**src/hw/rtl/register_reply_deframer_defines.svh**
```systemverilog
// ----------------------------------------------------------------------------
// register_reply_deframer_defines.svh
// Assertion macros for the register reply deframer.
// ----------------------------------------------------------------------------
`ifndef REGISTER_REPLY_DEFRAMER_DEFINES_SVH
`define REGISTER_REPLY_DEFRAMER_DEFINES_SVH

`ifndef SYNTHESIS

`define RRD_ASSERT(label, prop, msg) \
  label: assert property (@(posedge clk_i) disable iff (!rst_ni) prop) else $error(msg);

`define RRD_ASSERT_NEVER(label, cond, msg) \
  label: assert property (@(posedge clk_i) disable iff (!rst_ni) !(cond)) else $error(msg);

`else

`define RRD_ASSERT(label, prop, msg)

`define RRD_ASSERT_NEVER(label, cond, msg)

`endif

`endif

```
**src/hw/rtl/rrd_pkg.sv**
```systemverilog
// ----------------------------------------------------------------------------
// rrd_pkg
// Types, constants and the CRC-8 step shared by the register reply deframer.
// ----------------------------------------------------------------------------
package rrd_pkg;

  localparam logic [7:0] CRC_POLY    = 8'h07;
  localparam logic [7:0] SYNC_BYTE   = 8'h05;
  localparam logic [7:0] MASTER_BYTE = 8'hFF;
  localparam logic [2:0] DATA_BYTES  = 3'd4;

  localparam int unsigned REG_W  = 7;
  localparam int unsigned ADDR_W = 3;

  typedef enum logic {
    FUNC_BYTE    = 1'b0,
    FUNC_RESTART = 1'b1
  } func_e;

  typedef enum logic [1:0] {
    ST_GOOD     = 2'd0,
    ST_CRC_BAD  = 2'd1,
    ST_CRC_ZERO = 2'd2
  } status_e;

  typedef enum logic {
    PH_HUNT    = 1'b0,
    PH_PAYLOAD = 1'b1
  } phase_e;

  typedef struct packed {
    func_e      func;
    logic [7:0] rx_byte;
  } rrd_item_t;

  typedef struct packed {
    logic [31:0] data_word;
    status_e     status;
  } rrd_result_t;

  // CRC-8, data taken LSB first
  function automatic logic [7:0] crc_feed(logic [7:0] crc, logic [7:0] data);
    logic [7:0] c;
    c = crc;
    for (int i = 0; i < 8; i++) begin
      if (c[7] ^ data[i]) begin
        c = {c[6:0], 1'b0} ^ CRC_POLY;
      end else begin
        c = {c[6:0], 1'b0};
      end
    end
    return c;
  endfunction

  // CRC over the two fixed sync bytes
  localparam logic [7:0] SYNC_CRC = crc_feed(crc_feed(8'h00, SYNC_BYTE), MASTER_BYTE);

endpackage

```
**src/hw/rtl/rrd_core.sv**
```systemverilog
// ----------------------------------------------------------------------------
// rrd_core
// Frame tracker: sync hunt, payload collection, CRC check, one byte a step.
// ----------------------------------------------------------------------------
`include "register_reply_deframer_defines.svh"

module rrd_core import rrd_pkg::*; (
  input  logic               clk_i,
  input  logic               rst_ni,
  input  logic               step_en_i,
  input  rrd_item_t          item_i,
  input  logic [REG_W-1:0]   expected_reg_i,
  output logic               res_hit_o,
  output rrd_result_t        result_o
);

  phase_e      phase_q, phase_d;
  logic [23:0] window_q, window_d;
  logic [2:0]  count_q, count_d;
  logic [7:0]  crc_q, crc_d;
  logic [31:0] accum_q, accum_d;

  logic [23:0] window_shift;
  logic        match;
  logic        restart;
  logic        last_byte;

  assign restart      = (item_i.func == FUNC_RESTART);
  assign window_shift = {window_q[15:0], item_i.rx_byte};
  assign match        = (window_shift == {SYNC_BYTE, MASTER_BYTE, 1'b0, expected_reg_i});
  assign last_byte    = (count_q == DATA_BYTES);

  // next state
  always_comb begin
    phase_d = phase_q;
    if (step_en_i) begin
      if (restart) begin
        phase_d = PH_HUNT;
      end else begin
        unique case (phase_q)
          PH_HUNT: begin
            if (match) phase_d = PH_PAYLOAD;
          end
          PH_PAYLOAD: begin
            if (last_byte) phase_d = PH_HUNT;
          end
          default: phase_d = PH_HUNT;
        endcase
      end
    end
  end

  // datapath and outputs
  always_comb begin
    window_d  = window_q;
    count_d   = count_q;
    crc_d     = crc_q;
    accum_d   = accum_q;
    res_hit_o = (phase_q == PH_PAYLOAD) && last_byte && !restart;

    result_o.data_word = accum_q;
    if (item_i.rx_byte != crc_q) begin
      result_o.status = ST_CRC_BAD;
    end else if (item_i.rx_byte == 8'h00) begin
      result_o.status = ST_CRC_ZERO;
    end else begin
      result_o.status = ST_GOOD;
    end

    if (step_en_i) begin
      if (restart) begin
        window_d = '0;
        count_d  = '0;
        crc_d    = '0;
        accum_d  = '0;
      end else begin
        unique case (phase_q)
          PH_HUNT: begin
            window_d = window_shift;
            if (match) begin
              count_d = '0;
              accum_d = '0;
              crc_d   = crc_feed(SYNC_CRC, item_i.rx_byte);
            end
          end
          PH_PAYLOAD: begin
            if (last_byte) begin
              window_d = '0;
              count_d  = '0;
              crc_d    = '0;
              accum_d  = '0;
            end else begin
              accum_d = {accum_q[23:0], item_i.rx_byte};
              crc_d   = crc_feed(crc_q, item_i.rx_byte);
              count_d = count_q + 3'd1;
            end
          end
          default: begin
            window_d = '0;
          end
        endcase
      end
    end
  end

  always_ff @(posedge clk_i or negedge rst_ni) begin
    if (!rst_ni) begin
      phase_q  <= PH_HUNT;
      window_q <= '0;
      count_q  <= '0;
      crc_q    <= '0;
      accum_q  <= '0;
    end else begin
      phase_q  <= phase_d;
      window_q <= window_d;
      count_q  <= count_d;
      crc_q    <= crc_d;
      accum_q  <= accum_d;
    end
  end

  `RRD_ASSERT_NEVER(a_count_range, count_q > DATA_BYTES, "payload count out of range")
  `RRD_ASSERT(a_hunt_clean, phase_q == PH_HUNT |-> count_q == '0 && crc_q == '0,
              "stale frame progress while hunting")
  `RRD_ASSERT(a_frame_end, step_en_i && res_hit_o |=> phase_q == PH_HUNT && window_q == '0,
              "window not cleared after frame")
  `RRD_ASSERT(a_restart, step_en_i && restart |=> phase_q == PH_HUNT && accum_q == '0,
              "restart did not clear frame")

endmodule

```
**src/hw/rtl/register_reply_deframer.sv**
```systemverilog
// ----------------------------------------------------------------------------
// register_reply_deframer
// Register reply deframer with APB configuration and valid/stall channels.
// ----------------------------------------------------------------------------
// Accepts one received byte (or a restart request) per clock cycle while not
// stalled. Each request is captured in an input register, goes through one
// CRC-8 byte step and the sync match, and a frame result is written into the
// output register when the CRC byte leaves the input register. Throughput is
// one request a cycle, set by the single byte-wide CRC step between the two
// registers; input stalls only when a frame's CRC byte meets an earlier result
// still waiting downstream. The awaited register number sits at APB address 0.
// ----------------------------------------------------------------------------
module register_reply_deframer import rrd_pkg::*; (
  input  logic              clk_i,
  input  logic              rst_ni,
  input  logic              psel,
  input  logic              penable,
  input  logic              pwrite,
  input  logic [ADDR_W-1:0] paddr,
  input  logic [31:0]       pwdata,
  output logic [31:0]       prdata,
  output logic              pready,
  input  logic              in_valid_i,
  output logic              in_stall_o,
  input  logic              func_i,
  input  logic [7:0]        rx_byte_i,
  output logic              out_valid_o,
  input  logic              out_stall_i,
  output logic [31:0]       data_word_o,
  output logic [1:0]        status_o
);

  logic [REG_W-1:0] expected_reg_q;
  logic             reg_sel;

  logic        in_valid_q, in_valid_d;
  rrd_item_t   item_q;
  logic        out_valid_q, out_valid_d;
  rrd_result_t result_q;

  logic        res_hit;
  rrd_result_t result;
  logic        out_free;
  logic        advance;

  assign pready  = 1'b1;
  assign reg_sel = (paddr[ADDR_W-1] == 1'b0);
  assign prdata  = reg_sel ? {{(32-REG_W){1'b0}}, expected_reg_q} : 32'h0;

  always_ff @(posedge clk_i or negedge rst_ni) begin
    if (!rst_ni) begin
      expected_reg_q <= '0;
    end else if (psel && penable && pwrite && reg_sel) begin
      expected_reg_q <= pwdata[REG_W-1:0];
    end
  end

  assign out_free   = !out_valid_q || !out_stall_i;
  assign advance    = in_valid_q && (!res_hit || out_free);
  assign in_stall_o = in_valid_q && !advance;

  always_comb begin
    in_valid_d = in_valid_q;
    if (!in_stall_o) in_valid_d = in_valid_i;
    out_valid_d = out_valid_q && out_stall_i;
    if (advance && res_hit) out_valid_d = 1'b1;
  end

  always_ff @(posedge clk_i or negedge rst_ni) begin
    if (!rst_ni) begin
      in_valid_q  <= 1'b0;
      out_valid_q <= 1'b0;
    end else begin
      in_valid_q  <= in_valid_d;
      out_valid_q <= out_valid_d;
    end
  end

  always_ff @(posedge clk_i) begin
    if (in_valid_i && !in_stall_o) begin
      item_q.func    <= func_e'(func_i);
      item_q.rx_byte <= rx_byte_i;
    end
    if (advance && res_hit) begin
      result_q <= result;
    end
  end

  rrd_core u_core (
    .clk_i          (clk_i),
    .rst_ni         (rst_ni),
    .step_en_i      (advance),
    .item_i         (item_q),
    .expected_reg_i (expected_reg_q),
    .res_hit_o      (res_hit),
    .result_o       (result)
  );

  assign out_valid_o = out_valid_q;
  assign data_word_o = result_q.data_word;
  assign status_o    = result_q.status;

endmodule
```
**config.mk**
```make
export PLATFORM = sky130hd
export DESIGN_NAME = register_reply_deframer
export DESIGN_NICKNAME = d
export VERILOG_FILES = /design/src/hw/rtl/rrd_pkg.sv /design/src/hw/rtl/rrd_core.sv /design/src/hw/rtl/register_reply_deframer.sv
export VERILOG_INCLUDE_DIRS = /design/src /design/src/hw/rtl
export SDC_FILE = /design/constraint.sdc
export NUM_CORES = 1
export LEC_CHECK = 0
export BUFFER_PORTS_ARGS = -buffer_cell sky130_fd_sc_hd__buf_2
export CORE_MARGIN = 1
export CORE_UTILIZATION = 50
export CTS_BUF_LIST = sky130_fd_sc_hd__clkbuf_2 sky130_fd_sc_hd__clkbuf_4 sky130_fd_sc_hd__clkbuf_8
export CTS_CLUSTER_DIAMETER = 200
export DETAILED_ROUTE_END_ITERATION = 12
export PLACE_DENSITY = 0.85
export SLEW_MARGIN = 20
export SYNTH_ARGS = -nofsm -noshare
export SYNTH_HDL_FRONTEND = slang
export SYNTH_HIERARCHICAL = 1
export SYNTH_SLANG_ARGS = --single-unit
```
**constraint.sdc**
```tcl
create_clock -name clk_i -period 3.4 [get_ports clk_i]
set_input_delay 0.68 -clock clk_i [delete_from_list [all_inputs] [get_ports clk_i]]
set_output_delay 0.68 -clock clk_i [all_outputs]
set_load 0.05 [all_outputs]
```
# Word level (Yosys, flattened, before mapping)
# Index checks and enable logic that the tools add are counted.
# op_classes
bitwise_logic,32
eq_ne,5
n_addsub,1
reduce_logical,21
mux,94
# op_table
cell,count
8-bit 2-to-1 mux,59
32-bit 2-to-1 mux,3
32-bit one-hot mux with 2 select lines,1
3-bit 2-to-1 mux,19
3-bit inverter,15
16-bit 2-to-1 mux,2
16-bit one-hot mux with 2 select lines,1
24-bit by 19-bit == test with 1-bit output,1
8-bit one-hot mux with 2 select lines,1
1-bit XOR,15
1-bit logical AND,10
8-bit logical NOT,1
8-bit inequality test,1
7-bit 2-to-1 mux,1
1-bit logical NOT,6
3-bit one-hot mux with 2 select lines,1
1-bit 2-to-1 mux,4
2-bit AND reduction,2
3-bit by 1-bit adder with 3-bit output (second input constant),1
3-bit == test (second input constant),1
3-bit by 2-bit inequality test with 1-bit output (second input constant),1
3-bit inequality test (second input constant),1
1-bit logical OR,2
2-bit 2-to-1 mux,1
other kinds (2),3
# totals
output_inout_bits,69
word_cells,165
register_bits,112
inputBits,51

# Depth between registers and ports, before layout
# Gate-level depths: netlist of the first run.
# depth
depth_word,48
ltp_mapped,10
mapped_depth_nobuf,9

# Modules after synthesis
# The synthesis of the first run kept the hierarchy.
# by_module_without_submodules
mod,instances,area_per_inst_um2,cells_per_inst,seq_area_each_um2
rrd_core,1,3229.3,350,1501.4
register_reply_deframer,1,1931.9,105,1516.5

# Worst setup path after synthesis of the first run
# OpenSTA, ideal clock, no wires.
# synth_timing
path_kind,register to register
start,register u_core.count_q[0]
end,"register result_q (netlist bit data_word_o[0]), enable pin"
path_stages_with_launch,7
setup_ns,0.437
synth_period_minus_slack_ns,3.172
required_ns,2.963
slack_ns,0.228
arrival_time_ns,2.735
path_buffers,0
path_cell_list,dfrtp_1 inv_1 ha_1 nand2_1 nor3_1 nand2_1 a21oi_1
# synth_via
elab_chain_len,7
# synth_rtl
element,line_no,text
from (decl),rrd_core.sv:19,"logic [2:0] count_q, count_d;"
from (signal assigned),rrd_core.sv:116,count_q <= count_d;
3-bit == test *,rrd_core.sv:31,assign last_byte = (count_q == DATA_BYTES);
1-bit logical AND * (2 in series),rrd_core.sv:59,res_hit_o = (phase_q == PH_PAYLOAD) && last_byte && !restart;
named net res_hit,register_reply_deframer.sv:41,logic res_hit;
1-bit logical NOT,register_reply_deframer.sv:59,assign advance = in_valid_q && (!res_hit || out_free);
1-bit logical OR,register_reply_deframer.sv:59,
1-bit logical AND,register_reply_deframer.sv:59,
1-bit logical AND *,register_reply_deframer.sv:84,if (advance && res_hit) begin
to (signal assigned),register_reply_deframer.sv:85,result_q <= result;
to (decl),register_reply_deframer.sv:39,rrd_result_t result_q;
# Mark *: on every way through the listed nets, which the timed path passes. The rest lies on a longest branch.
# A chain may end at the register's enable or synchronous reset.

# Final worst setup path of the first run
# layout_timing
start,register u_core.phase_q
end,output port in_stall_o
# layout_via
elab_chain_len,7
# layout_rtl
element,line_no,text
from (decl),rrd_core.sv:17,"phase_e phase_q, phase_d;"
from (signal assigned),rrd_core.sv:114,phase_q <= phase_d;
1-bit logical AND (2 in series),rrd_core.sv:59,
named net res_hit,register_reply_deframer.sv:41,
1-bit logical NOT,register_reply_deframer.sv:59,
1-bit logical OR,register_reply_deframer.sv:59,
1-bit logical AND,register_reply_deframer.sv:59,
1-bit logical NOT,register_reply_deframer.sv:60,assign in_stall_o = in_valid_q && !advance;
1-bit logical AND,register_reply_deframer.sv:60,
to (decl),register_reply_deframer.sv:24,"output logic in_stall_o,"
# The timed path passes the listed nets, and every way through them passes these cells.

==> impl_metrics.env, run 1 <==
export IMPL_status="completed"
export IMPL_vdd_drop_max_mv=0.2064
export IMPL_ys_warn_count=6
export IMPL_postSynth_asyncResetShare_pct=61.61
export IMPL_gp_congestion=0.8762
export IMPL_postLayoutSetupSlackWorst_ns=0.4488
export IMPL_synth_area_um2=5161
export IMPL_setup_tns_ns=0
export IMPL_path_buf_inv=3
export IMPL_cts_sinks=112
export IMPL_tightest_slew_ns=0.8817
export IMPL_cts_buffer_depth=2
export IMPL_drc=0
export IMPL_ys_flop_type="dfrtp_1"
export IMPL_dr_pass1_iters=4
export IMPL_clk_pin_slew_ns=0.11
export IMPL_grt_pass1_vias=3130
export IMPL_arrival_ns=2.27
export IMPL_synth_edff_count=43
export IMPL_final_setup_viol_count=0
export IMPL_die_y_um=103.6
export IMPL_seq_area_frac_synth_pct=58.47
export IMPL_routed_wirelength_mm=9.244
export IMPL_cts_hold_buf=0
export IMPL_yosysMostFrequentCell="nand2_1"
export IMPL_drtIter0Drc=172
export IMPL_cts_repair_resized=0
export IMPL_die_x_um=103.6
export IMPL_slowest_delay_ns=0.74
export IMPL_reg2reg_setup_slack_ns=0.66
export IMPL_p_sw_share_pct=31.41
export IMPL_power_switching_uw=927.4
export IMPL_num_rows=36
export IMPL_vias_per_cell=5.014
export IMPL_report_final_slew_viol_count=0
export IMPL_yosys_top_cells_count="101 x nand2_1, 69 x dfrtp_1, 44 x o21ai_0"
export IMPL_port_buffers=66
export IMPL_hold_violations=0
export IMPL_maxCapViolations=0
export IMPL_powerDensity_nw_per_um2=517.7
export IMPL_critical_path_slowest_cell="dfrtp_1"
export IMPL_p_int_mw=2.025
export IMPL_syn_inst=455
export IMPL_core_area_um2=9910
export IMPL_postCtsSetupBuffers=0
export IMPL_pwr_share_clk_pct=26.8
export IMPL_min_period_over_period_pct=86.80
export IMPL_finalNonFillerCells=650
export IMPL_finClkSkew_ns=0.01195
export IMPL_dp_cells=634
export IMPL_avgSynthCellArea_um2=11.34
export IMPL_dp_hpwl_mm=6.434
export IMPL_crit_fanout=15
export IMPL_worstSetupStartpointType="flop"
export IMPL_area_growth_synth_to_final_pct=10.50
export IMPL_gr_total_overflow=0
export IMPL_yosys_area_top_type="dfrtp_1"
export IMPL_cp_top_family="flip-flops"
export IMPL_ys_types=50
export IMPL_fmax_ghz=0.3388
export IMPL_clk_insertion_delay_late_ns=0.38
export IMPL_initial_core_util_pct=52.08
export IMPL_min_period_ns=2.951
export IMPL_holdWs_ns=0.3136
export IMPL_synth_top_cells_by_area="dfrtp_1 33%, edfxtp_1 25%, nand2_1 7.3%"
export IMPL_rsz0062_at_grt="false"
export IMPL_dpl_worst_slack_ns=0.7349
export IMPL_path_cells="inv_1, nor3_1, nand4_1, inv_1, buf_2"
export IMPL_slew_headroom_pct=41.00
export IMPL_p_leak_nw=2.385
export IMPL_clockRootBuffer="clkbuf_8"
export IMPL_post_drt_wl_per_cell_um=14.22
export IMPL_grt_usage_pct=18.06
export IMPL_path_class="reg2out"
export IMPL_netlist_area_leader_share_pct=33.45
export IMPL_cts_tree="done"
export IMPL_endpoint_kind="output pin"
export IMPL_route_antenna_remaining_nets=0
export IMPL_p_comb_share_pct=20.8
export IMPL_hold_path_class="in2async"
export IMPL_numCtsBuffers=9
export IMPL_grt_max_degree=70
export IMPL_seq_power_share_pct=52.5
export IMPL_pin_count=120
export IMPL_dieArea_um2=10730
export IMPL_crit_top_cell="inv_1"
export IMPL_diodes=0
export IMPL_cp_data_required_time_ns=2.72
export IMPL_htreeDepth=3
export IMPL_antenna_found_initial=0
export IMPL_final_util_pct=57.55
export IMPL_ys_ff_latch=112
export IMPL_layout_drive_gt1_share_pct=22.24
export IMPL_nNetsFinal=568
export IMPL_grt_pass1_wl_mm=15.25
export IMPL_vias=3259
## sequential cells by signal, indices dropped and copies added (netlist names)
register,cells
data_word_o,32
u_core/accum_q,32
u_core/window_q,16
item_q,9
u_core/crc_q,8
expected_reg_q,7
u_core/count_q,3
status_o,2
in_valid_q,1
out_valid_o,1
u_core/phase_q,1
## stage by stage
step | instance area (um2) | power, mW
final | 5703 | 2.953
after global routing | 5703 | 3.097
after CTS | 5703 | 2.977
after detailed placement | 5499 | 2.185
after global placement | 5499 | 2.160
after floorplan | 5251 | 2.089
## path summary, 6_finish.rpt
check                      cells after the start                      startpoint                              to
max                                            5      u_core/phase_q$_DFFE_PN0P_                      in_stall_o
min                                            2                          rst_ni  u_core/accum_q[21]$_DFFE_PN0P_
max reg2reg                                    5      u_core/phase_q$_DFFE_PN0P_  u_core/accum_q[26]$_DFFE_PN0P_
min reg2reg                                    0  u_core/accum_q[30]$_DFFE_PN0P_       data_word_o[30]$_DFFE_PP_
max in group asynchronous                      2                          rst_ni   u_core/accum_q[9]$_DFFE_PN0P_
min in group clk_i                             0  u_core/accum_q[30]$_DFFE_PN0P_       data_word_o[30]$_DFFE_PP_
## cells in the final DEF (no fill, tap or decap), types with 2 or more instances in the layout
master / n
nor3b_1: 2
mux2_2: 7
ha_1: 5
nand3_1: 7
nand2b_1: 3
inv_6: 2
a21oi_1: 6
xnor2_1: 25
nand2_1: 101
and2b_2: 7
conb_1: 26
inv_1: 11
nor3_1: 2
inv_8: 2
buf_4: 6
and4_1: 2
dfrtp_1: 69
o31ai_1: 14
nor2_1: 9
clkbuf_8: 9
nand4_1: 6
o21ai_0: 44
xor2_1: 11
edfxtp_1: 43
buf_2: 66
## area by class of cell
type	instances	area (um2)
Inverter	11	41.29
Clock inverter	7	80.08
Tap cell	133	166.4
Fill cell	873	4207
Clock buffer	9	123.9
Sequential cell	112	3018
Timing Repair Buffer	73	395.4
Multi-Input combinational cell	305	1878
## layer usage
| metal | wire, um | global-route usage (%) |
|---|---|---|
| met1 | 4208 | 22.92 |
| met2 | 4523 | 30.63 |
| met3 | 362 | 3.524 |
| met5 | 0 | 0 |
| met4 | 150 | 6.832 |
## power groups by stage
| stage | logic, mW | clock network [mW] | registers [mW] |
|---|---|---|---|
| 6_report | 0.613 | 0.790 | 1.55 |
| 5_1_grt | 0.665 | 0.874 | 1.56 |
| 4_1_cts | 0.612 | 0.816 | 1.55 |
| 3_5_place_dp | 0.608 | 0 | 1.58 |
| 3_3_place_gp | 0.590 | 0 | 1.57 |
| 2_1_floorplan | 0.555 | 0 | 1.53 |
## cell families (layout without fill, tap and decap cells)
group / after synthesis / count (layout) / share of synthesized area (%)
AO/OA/AOI/OAI: 75 / 75 / 8.800
XOR/XNOR: 41 / 41 / 8.339
adder cells (fa/ha/maj): 5 / 5 / 1.212
buffers and inverters: 62 / 100 / 7.297
flip-flops: 112 / 112 / 58.47
multiplexers: 9 / 9 / 1.939
other: 2 / 26 / 0.1455
AND/OR/NAND/NOR: 149 / 149 / 13.79
Note: power is estimated with default switching activity, not from simulation.
==> inputs of run 2 (changes only) <==
- CORE_UTILIZATION: 50 -> 49
- CTS_BUF_LIST: sky130_fd_sc_hd__clkbuf_2 sky130_fd_sc_hd__clkbuf_4 sky130_fd_sc_hd__clkbuf_8 -> not set
- PLACE_DENSITY: 0.85 -> 0.84
==> impl_metrics.env, run 2 (synthesized netlist as in run 1, its figures left out) <==
export IMPL_port_buffers=66
export IMPL_cts_hold_buf=0
export IMPL_crit_top_cell="inv_1"
export IMPL_grt_pass1_vias=3263
export IMPL_clockRootBuffer="clkbuf_8"
export IMPL_slowest_delay_ns=0.72
export IMPL_htreeDepth=3
export IMPL_crit_fanout=15
export IMPL_path_cells="inv_1, nor3_1, nand4_1, inv_1, buf_2"
export IMPL_p_comb_share_pct=20.1
export IMPL_dr_pass1_iters=9
export IMPL_pin_count=120
export IMPL_num_rows=37
export IMPL_drc=2
export IMPL_report_final_slew_viol_count=0
export IMPL_vias=3350
export IMPL_hold_path_class="in2async"
export IMPL_final_common_cell="nand2_1"
export IMPL_routed_wirelength_mm=9.097
export IMPL_vias_per_cell=5.138
export IMPL_cts_repair_resized=0
export IMPL_die_y_um=104.6
export IMPL_grt_usage_pct=17.99
export IMPL_arrival_ns=2.26
export IMPL_critical_path_slowest_cell="dfrtp_1"
export IMPL_failed_checks="design-rule violations"
export IMPL_vdd_drop_max_mv=0.2936
export IMPL_r2r_cells=6
export IMPL_hold_violations=0
export IMPL_final_setup_viol_count=0
export IMPL_min_period_over_period_pct=86.44
export IMPL_cp_top_family="flip-flops"
export IMPL_postCtsSetupBuffers=0
export IMPL_post_drt_wl_per_cell_um=13.95
export IMPL_mostFrequentLayoutCells="101 x nand2_1, 69 x dfrtp_1, 66 x buf_2"
export IMPL_seq_power_share_pct=51.2
export IMPL_drtIter0Drc=197
export IMPL_route_antenna_remaining_nets=0
export IMPL_nNetsFinal=567
export IMPL_fmax_ghz=0.3403
export IMPL_reg2reg_setup_slack_ns=0.65
export IMPL_p_int_mw=2.099
export IMPL_grt_max_degree=65
export IMPL_cp_data_required_time_ns=2.72
export IMPL_clk_pin_slew_ns=0.12
export IMPL_n_fill_cell=866
export IMPL_slew_headroom_pct=30.39
export IMPL_p_sw_share_pct=30.48
export IMPL_endpoint_kind="output pin"
export IMPL_gr_total_overflow=0
export IMPL_postLayoutSetupSlackWorst_ns=0.4611
export IMPL_powerDensity_nw_per_um2=527.8
export IMPL_setup_tns_ns=0
export IMPL_core_area_um2=10280
export IMPL_numCtsBuffers=9
export IMPL_finClkSkew_ns=0.01361
export IMPL_worstSetupStartpointType="flop"
export IMPL_diodes=0
export IMPL_clk_insertion_delay_late_ns=0.37
export IMPL_gp_congestion=0.9381
export IMPL_die_x_um=104.6
export IMPL_tightest_slew_ns=1.039
export IMPL_rsz0062_at_grt="false"
export IMPL_p_leak_nw=2.396
export IMPL_antenna_found_initial=0
export IMPL_cts_buffer_depth=2
export IMPL_initial_core_util_pct=50.22
export IMPL_dieArea_um2=10950
export IMPL_path_buf_inv=3
export IMPL_layout_drive_gt1_share_pct=22.09
export IMPL_path_class="reg2out"
export IMPL_maxCapViolations=0
export IMPL_status="finished with violations"
export IMPL_area_growth_synth_to_final_pct=10.86
export IMPL_rr_endpoint="u_core/crc_q[4]$_DFFE_PN0P_"
export IMPL_grt_pass1_wl_mm=15.53
export IMPL_dpl_worst_slack_ns=0.7142
export IMPL_rr_startpoint="u_core/phase_q$_DFFE_PN0P_"
export IMPL_cts_sinks=112
export IMPL_pwr_share_clk_pct=28.6
export IMPL_min_period_ns=2.939
export IMPL_cts_tree="done"
export IMPL_dp_hpwl_mm=6.371
export IMPL_power_switching_uw=920.4
==> run 2: cell count changes in the layout (fill, tap and decap cells not counted) <==
cell,before,now
buf_4,6,5
bufinv_16,0,1
clkinvlp_4,1,0
==> run 2: worst max-delay path by stage <==
stage,start,to,slack (ns),depth (start not counted)
after CTS,u_core/phase_q$_DFFE_PN0P_,in_stall_o,0.46,5
after floorplan,u_core/count_q[0]$_DFFE_PN0P_,data_word_o[0]$_DFFE_PP_,0.23,6
after global placement,u_core/phase_q$_DFFE_PN0P_,u_core/accum_q[2]$_DFFE_PN0P_,0.83,6
final,u_core/phase_q$_DFFE_PN0P_,in_stall_o,0.46,5
after global routing,u_core/phase_q$_DFFE_PN0P_,in_stall_o,0.28,5
after detailed placement,u_core/phase_q$_DFFE_PN0P_,u_core/crc_q[4]$_DFFE_PN0P_,0.71,6
==> run 2: worst register-to-register path, stage by stage (launching register included) <==
cell and delay (ns):
dfrtp_1 0.72, inv_1 0.26, nor3_1 0.39, a31oi_1 0.43
o21ai_4 0.34, o21ai_0 0.19, a221o_1 0.32
==> run 2: stage by stage <==
stage | utilization (%) | instance area (um2) | power [mW] | hold WS [ns] | std cells
2_1_floorplan | - | 5251 | 2.089 | 0.3844 | 479
3_3_place_gp | 53.47 | 5495 | 2.156 | 0.4304 | 636
3_5_place_dp | 53.47 | 5495 | 2.181 | 0.4326 | 636
4_1_cts | 55.67 | 5722 | 3.039 | 0.2440 | 652
5_1_grt | 55.67 | 5722 | 3.164 | 0.2469 | 652
6_report | 55.67 | 5722 | 3.020 | 0.2386 | 652
==> run 2: power groups by stage <==
stage	clock [mW]	combinational, mW	sequential (mW)
floorplan	0	0.555	1.53
global placement	0	0.585	1.57
detailed placement	0	0.606	1.57
CTS	0.885	0.607	1.55
global route	0.947	0.660	1.56
finish	0.865	0.608	1.55
==> run 2: routing by layer <==
metal / vias up / GRT usage [%] / share of wire [%]
met1: 1604 / 23.03 / 43
met5: - / 0 / 0
li1: 1604 / - / -
met3: 10 / 4.117 / 6.4
met2: 132 / 30.51 / 50
met4: 0 / 5.433 / 1.2
==> run 2: cell type report <==
type / count / area, um2 / share of cell area [%]
Sequential cell: 112 / 3018 / 52.74
Multi-Input combinational cell: 305 / 1878 / 32.82
Timing Repair Buffer: 72 / 387.9 / 6.779
Tap cell: 136 / 170.2 / 2.974
Clock buffer: 9 / 123.9 / 2.165
Clock inverter: 7 / 102.6 / 1.793
Inverter: 11 / 41.29 / 0.7216
